==> src/hdl/lrs_queue.sv <==
// Two-entry queue used on the command side and on the result side.
module lrs_queue #(
    parameter int W = 8
) (
    input  logic         i_clk,
    input  logic         i_rst_n,
    input  logic         i_push,
    input  logic [W-1:0] i_data,
    output logic         o_full,
    output logic         o_empty,
    input  logic         i_pop,
    output logic [W-1:0] o_data
);

    logic [W-1:0] r_mem [2];
    logic         r_wp;
    logic         r_rp;
    logic [1:0]   r_cnt;
    logic         push_ok;
    logic         pop_ok;

    assign o_full  = (r_cnt == 2'd2);
    assign o_empty = (r_cnt == 2'd0);
    assign push_ok = i_push && !o_full;
    assign pop_ok  = i_pop && !o_empty;
    assign o_data  = r_mem[r_rp];

    always_ff @(posedge i_clk) begin
        if (push_ok) begin
            r_mem[r_wp] <= i_data;
        end
    end

    always_ff @(posedge i_clk) begin
        if (!i_rst_n) begin
            r_wp  <= 1'b0;
            r_rp  <= 1'b0;
            r_cnt <= 2'd0;
        end else begin
            if (push_ok) begin
                r_wp <= ~r_wp;
            end
            if (pop_ok) begin
                r_rp <= ~r_rp;
            end
            case ({push_ok, pop_ok})
                2'b10:   r_cnt <= r_cnt + 2'd1;
                2'b01:   r_cnt <= r_cnt - 2'd1;
                default: r_cnt <= r_cnt;
            endcase
        end
    end

endmodule

==> config.mk <==
export PLATFORM = sky130hd
export DESIGN_NAME = lrs_queue
export DESIGN_NICKNAME = d
export VERILOG_FILES = /design/src/hdl/lrs_queue.sv
export SDC_FILE = /design/constraint.sdc
export NUM_CORES = 1
export LEC_CHECK = 0
export ABC_AREA = 1
export CAP_MARGIN = 0
export CORE_UTILIZATION = 52
export DETAILED_ROUTE_END_ITERATION = 8
export DONT_BUFFER_PORTS = 1
export PLACE_DENSITY = 0.7
export SLEW_MARGIN = 25
export SYNTH_ARGS = -nofsm -noshare
export SYNTH_HDL_FRONTEND = slang
export SYNTH_SLANG_ARGS = --single-unit
export TNS_END_PERCENT = 30
==> constraint.sdc <==
create_clock -name i_clk -period 1.4 [get_ports i_clk]
set_input_delay 0 -clock i_clk [delete_from_list [all_inputs] [get_ports i_clk]]
set_output_delay 0 -clock i_clk [all_outputs]
set_load 0.05 [all_outputs]
==> reports/metrics.yaml, run 1 <==
critical_path:
  r2r_path_end: "r_cnt[1]"
  path_max_fanout: 4
  crit_path_end_kind: "flop"
  crit_arrival_ns: 1.54
  top_family_by_delay_on_critical_path: "simple AND/OR/NAND/NOR gates"
  critPathSlowestCell: "sky130_fd_sc_hd__dfxtp_2"
  timing.critical_path.depth: 10
  crit_end: "r_cnt[1]"
  critical_path.cell_chain: "inv_2 -> nand2_2 -> inv_2 -> nor2_4 -> ha_4 -> inv_2 -> nand2_1 -> nor2_1 -> nor2_1 -> nor2_1"
  number_of_cells_on_the_worst_reg_to_reg_path: 10
  cp.buffers_inverters: 3
  worst_path_largest_cell_delay_ns: 0.39
  worstSetupPathType: "reg -> reg"
  regToRegStartpoint: "r_cnt[0]"
  worstSetupStartpointType: "flop"
  r2r_slack_ns: 0.09
  cp-startpoint: "r_cnt[0]"
  worst_ep_required_time_ns: 1.63
logic_synthesis:
  async_reset_ff_share_pct: 0
  synth_top_flop_cell: "sky130_fd_sc_hd__edfxtp_1"
  synth_area_sq_um: 840
  netlist_instances: 65
  yosysWarningCount: 0
  synthTopCellsByArea: "sky130_fd_sc_hd__edfxtp_1 57%, sky130_fd_sc_hd__dfxtp_1 12%, sky130_fd_sc_hd__mux2_2 11%"
  yosysSeqAreaShare_pct: 69.2
  mean_post_synth_cell_area_sq_um: 12.9
  yosysUniqueCellTypes: 16
  post-synth-top-count-cell: "sky130_fd_sc_hd__edfxtp_1"
  yosysTopAreaCellShare_pct: 57.2
  synth_top_area_cell: "sky130_fd_sc_hd__edfxtp_1"
  synth_top_cells_by_count: "16 x sky130_fd_sc_hd__edfxtp_1, 9 x sky130_fd_sc_hd__nor2_1, 8 x sky130_fd_sc_hd__mux2_2"
  synthesis.nets: 78
  number_of_synthesized_flops_with_an_enable_pin: 16
  synth_seq_cells: 21
floorplanning:
  floorplan.initialDensity_pct: 55.7
  die-height_um: 42.2
  rows: 14
  die-width_um: 42.2
  design.core.area_sq_um: 1510
  die_area_sq_um: 1780
  io_pins: 22
placement:
  port_buffers: 0
  routability_congestion_estimate_from_global_placement: 0.676
  dpl_worst_slack_ns: -0.00586
  placed_cells: 84
  post-dp-hpwl_um: 813
clock_network:
  insertion_delay_ns: 0.29
  cts.path.max_buffers: 2
  cts_root_buffer: "sky130_fd_sc_hd__clkbuf_4"
  cts_buffers: 3
  clk_pin_slew_worst_paths_ns: 0.10
  cts_num_sinks: 21
  cts_tree: "yes"
  number_of_h_tree_levels: 1
route:
  final_antenna_net_count: 0
  post_drt_via_cell_ratio: 5.03
  remaining_drc_errors: 0
  postRouteWirelength_mm: 1.32
  drt_first_pass_iters: 4
  routed_wire_length_per_instance_um: 13.2
  vias: 503
  drtIter0Drc: 15
grt:
  grt_antenna_before_repair: 0
  grt_max_degree: 12
  grt.total_usage_pct: 16.4
  gr-total-overflow: 0
  grt_pass1_wl_mm: 2.04
  grt_pass1_vias: 490
finish:
  layout-drive-gt1-share_pct: 36.9
  area_growth_syn_to_layout_pct: 25.9
  sequential_cell_area_sq_um: 584
  instances_no_fill: 100
  post-route-util_pct: 70.2
  n_antenna_cell: 0
  fillCellCount: 112
  multiInputGateArea_sq_um: 245
  fin_nets: 98
hold_path:
  path_category_of_the_worst_min_delay_check: "in -> reg"
sta:
  fin_worst_skew_ns: 0.00148
  fin_ws_ns: 0.0931
  timing.final.crit_period_ns: 1.31
  worstMarginPinSlew_ns: 0.303
  fmaxAchievable_ghz: 0.765
  total_of_endpoints_with_negative_setup_slack_in_the_final_report: 0
  timing.hold.ws_ns: 0.354
  finalCritPeriodShare_pct: 93.4
  finalHoldViolCount: 0
  maxSlewViolCount: 0
  max-slew-margin-rel_pct: 79.8
power_and_ir_drop:
  power_density_nw_per_um2: 1680
  post-layout-total-power_uw: 1780
  power.static_leakage_uw: 0.000410
  max-vdd-ir-drop_uv: 1040
flow_run:
  max-cap-violations: 0
status:
  outcome: "finished clean"
## power breakdown
group	total [uW]	switching, uW	internal, uW	leakage, uW
registers	827	57.8	769	0.000192
clock network	274	163	111	0.0000150
logic	680	466	214	0.000203
## cell families (layout without fill, tap and decap cells)
group / Yosys count / count (layout) / synth area share [%]
AO/OA/AOI/OAI: 2 / 2 / 1.19
adder cells (fa/ha/maj): 1 / 1 / 1.49
buffers and inverters: 10 / 29 / 4.62
flip-flops: 21 / 21 / 69.2
multiplexers: 8 / 8 / 10.7
AND/OR/NAND/NOR: 23 / 23 / 12.8
## worst register-to-register path, delay by kind of cell (launching register included)
family / cells / cell delay, ns
buffers and inverters: 3 / 0.17
AND/OR/NAND/NOR: 6 / 0.47
flip-flops: 1 / 0.39
adder cells (fa/ha/maj): 1 / 0.22
## sequential cells by signal (all words and copies together) (netlist names), named ones only
name,count
r_rp,1
r_wp,1
r_cnt,2
r_mem,16
## layout by cell type, fill, tap and decap left out, drive strengths merged, types with 4 or more instances in the layout
master and count:
edfxtp 16, nor2 13, dlygate4sd3 11, inv 9, mux2 8, nand2 8, buf 5, dfxtp 5
clkbuf 4
## per-layer routing
| layer | wire (um) | track usage [%] | part of all wire (%) |
|---|---|---|---|
| met1 | 493 | 16.1 | 37 |
| met2 | 718 | 29.8 | 54 |
| met3 | 71 | 3.88 | 5.4 |
| met4 | 35 | 11.3 | 2.7 |
| met5 | 0 | 0 | 0 |
## cell type report
class,count,area share [%]
tap,16,1.89
sequential,21,55.3
timing repair buffer,16,14.0
clock buffer,4,2.49
multi-input combinational,34,23.2
inverter,9,3.20
## stage by stage
step	area, sq um	TNS, ns
3_5_place_dp	892	-0.00586
6_report	1060	0
5_1_grt	1060	-0.0239
4_1_cts	1030	0
3_3_place_gp	892	0
2_1_floorplan	847	-0.0620
## how the worst min path moves through the flow
stage / start / to / cells past startpoint
4_1_cts: i_data[6] / r_mem[1][6] / 1
3_5_place_dp: i_data[4] / r_mem[1][4] / 0
3_3_place_gp: i_data[0] / r_mem[0][0] / 0
6_report: i_data[4] / r_mem[0][4] / 1
2_1_floorplan: i_data[0] / r_mem[0][0] / 0
5_1_grt: i_data[7] / r_mem[1][7] / 1
## timing repair
item                                    in CTS  in global routing
hold endpoints to repair                    21                  0
hold buffers                                11                  0
pin swaps                                    0                  1
endpoints found under the setup margin       1                 10
gates resized for setup                      2                  6
buffers inserted                             0                  1
Note: power is estimated with default switching activity, not from simulation.
==> run 2: changes to the inputs <==
==> constraint.sdc (replaced) <==
create_clock -name i_clk -period 1.1 [get_ports i_clk]
set_input_delay 0 -clock i_clk [delete_from_list [all_inputs] [get_ports i_clk]]
set_output_delay 0 -clock i_clk [all_outputs]
set_load 0.05 [all_outputs]
==> reports/metrics.yaml, run 2 (synthesis gave the netlist of run 1 again) <==
clock_network:
  cts_buffers: 3
  cts_tree: "yes"
  cts.path.max_buffers: 2
  number_of_h_tree_levels: 1
  cts_num_sinks: 21
  cts_root_buffer: "sky130_fd_sc_hd__clkbuf_4"
  clk_pin_slew_worst_paths_ns: 0.11
  insertion_delay_ns: 0.29
finish:
  layout-drive-gt1-share_pct: 45.6
  fin_nets: 104
  register_with_the_most_flip_flops: "r_mem"
  final_common_cell: "sky130_fd_sc_hd__edfxtp_1"
  fillCellCount: 96
  final_area_sq_um: 1190
  top_regs: "r_mem: 16 flops, r_cnt: 2 flops"
  instances_no_fill: 106
  n_antenna_cell: 0
  area_growth_syn_to_layout_pct: 41.9
  most_frequent_cells_in_the_layout: "16 x sky130_fd_sc_hd__edfxtp_1, 10 x sky130_fd_sc_hd__dlygate4sd3_1, 9 x sky130_fd_sc_hd__buf_4"
  largest_register_ff_count: 16
route:
  drtIter0Drc: 5
  postRouteWirelength_mm: 1.40
  remaining_drc_errors: 0
  post_drt_via_cell_ratio: 5.12
  final_antenna_net_count: 0
  drt_first_pass_iters: 4
  routed_wire_length_per_instance_um: 13.2
  vias: 543
sta:
  maxSlewViolCount: 0
  finalCritPeriodShare_pct: 115
  fin_worst_skew_ns: 0.00788
  total_of_endpoints_with_negative_setup_slack_in_the_final_report: 26
  finalSetupTns_ns: -1.46
  max-slew-margin-rel_pct: 83.4
  finalHoldViolCount: 0
  fin_ws_ns: -0.162
  worstMarginPinSlew_ns: 0.249
  timing.final.crit_period_ns: 1.26
  grt_setup_unrepaired: "true"
  timing.hold.ws_ns: 0.104
  fmaxAchievable_ghz: 0.792
critical_path:
  worstSetupPathType: "reg -> reg"
  worst_ep_required_time_ns: 1.28
  crit_arrival_ns: 1.45
  worst_path_largest_cell_delay_ns: 0.35
  worstSetupStartpointType: "flop"
  path_max_fanout: 4
  crit_path_end_kind: "flop"
  critical_path.cell_chain: "inv_4 -> nor2_4 -> nor2_4 -> inv_4 -> ha_4 -> inv_4 -> nand2_2 -> nor2_1 -> nor2_1 -> nor2_1"
  critPathSlowestCell: "sky130_fd_sc_hd__dfxtp_2"
placement:
  port_buffers: 0
  placed_cells: 90
  post-dp-hpwl_um: 821
  routability_congestion_estimate_from_global_placement: 0.706
  postPlaceCellArea_sq_um: 977
  dpl_worst_slack_ns: -0.183
grt:
  grt_pass1_wl_mm: 2.30
  grt_antenna_before_repair: 0
  grt_max_degree: 12
  grt_pass1_vias: 535
  grt.total_usage_pct: 17.4
  gr-total-overflow: 0
flow_run:
  max-cap-violations: 0
floorplanning:
  die-width_um: 42.2
  design.core.area_sq_um: 1510
  floorplan.initialDensity_pct: 55.7
  die-height_um: 42.2
  io_pins: 22
  die_area_sq_um: 1780
  rows: 14
status:
  outcome: "finished, violations left"
  failed_checks: "negative setup slack"
power_and_ir_drop:
  max-vdd-ir-drop_uv: 1680
  power_density_nw_per_um2: 2160
  power.static_leakage_uw: 0.000480
hold_path:
  path_category_of_the_worst_min_delay_check: "in -> reg"
run 2: changes by cell type in the layout (fill, tap and decap cells not counted), moves of 2 or more:
| cell | delta |
|---|---|
| sky130_fd_sc_hd__inv_2 | -3 |
| sky130_fd_sc_hd__mux2_4 | +8 |
| sky130_fd_sc_hd__buf_12 | +2 |
| sky130_fd_sc_hd__mux2_2 | -8 |
| sky130_fd_sc_hd__buf_4 | +4 |
| sky130_fd_sc_hd__inv_4 | +4 |
run 2: area by class of cell:
cell class | instances | area (sq um) | share of cell area [%]
sequential | 21 | 587 | 49.3
multi-input combinational | 34 | 292 | 24.5
timing repair buffer | 22 | 223 | 18.7
inverter | 9 | 43.8 | 3.68
clock buffer | 4 | 26.3 | 2.21
tap | 16 | 20.0 | 1.68
run 2: final timing paths:
path            start  endpoint  slack (ns)  cells past startpoint
max          r_cnt[1]  r_cnt[1]       -0.16                     10
min             i_pop      flop        0.10                      5
max reg2reg  r_cnt[1]  r_cnt[1]       -0.16                     10
min reg2reg      r_rp      flop        0.50                      2
run 2: report_power, final:
part | leakage, uW | internal [uW] | switching (uW) | total [uW]
combinational | 0.000273 | 485 | 701 | 1190
sequential | 0.000192 | 983 | 62.6 | 1050
clock | 0.0000150 | 141 | 200 | 340
run 2: what timing repair did:
action                                 in CTS  in global routing
endpoints found under the hold margin      21                  0
setup endpoints to repair                  27                 27
resized for setup                          18                  3
hold buffers                               10                  0
buffers inserted                            1                  1
pin swaps                                   7                  2
run 2: stage by stage:
step | total power, uW | utilization (%)
floorplan | 1750 | -
global placement | 1980 | 64.9
detailed placement | 1990 | 64.9
CTS | 2530 | 78.0
global route | 2700 | 79.1
finish | 2570 | 79.1
run 2: worst max-delay path: cells and delay by family, from the launching register on:
family        cells  cell delay (ns)
buf+inv           3             0.17
fa+ha+maj         1             0.27
simple gates      6             0.37
flops             1             0.35
run 2: layer usage:
layer,vias up,part of all wire (%),track usage (%)
met1,262,41,20.9
met3,2,3.8,4.31
li1,268,-,-
met4,0,0.93,5.63
met5,-,0,0
met2,11,55,30.5
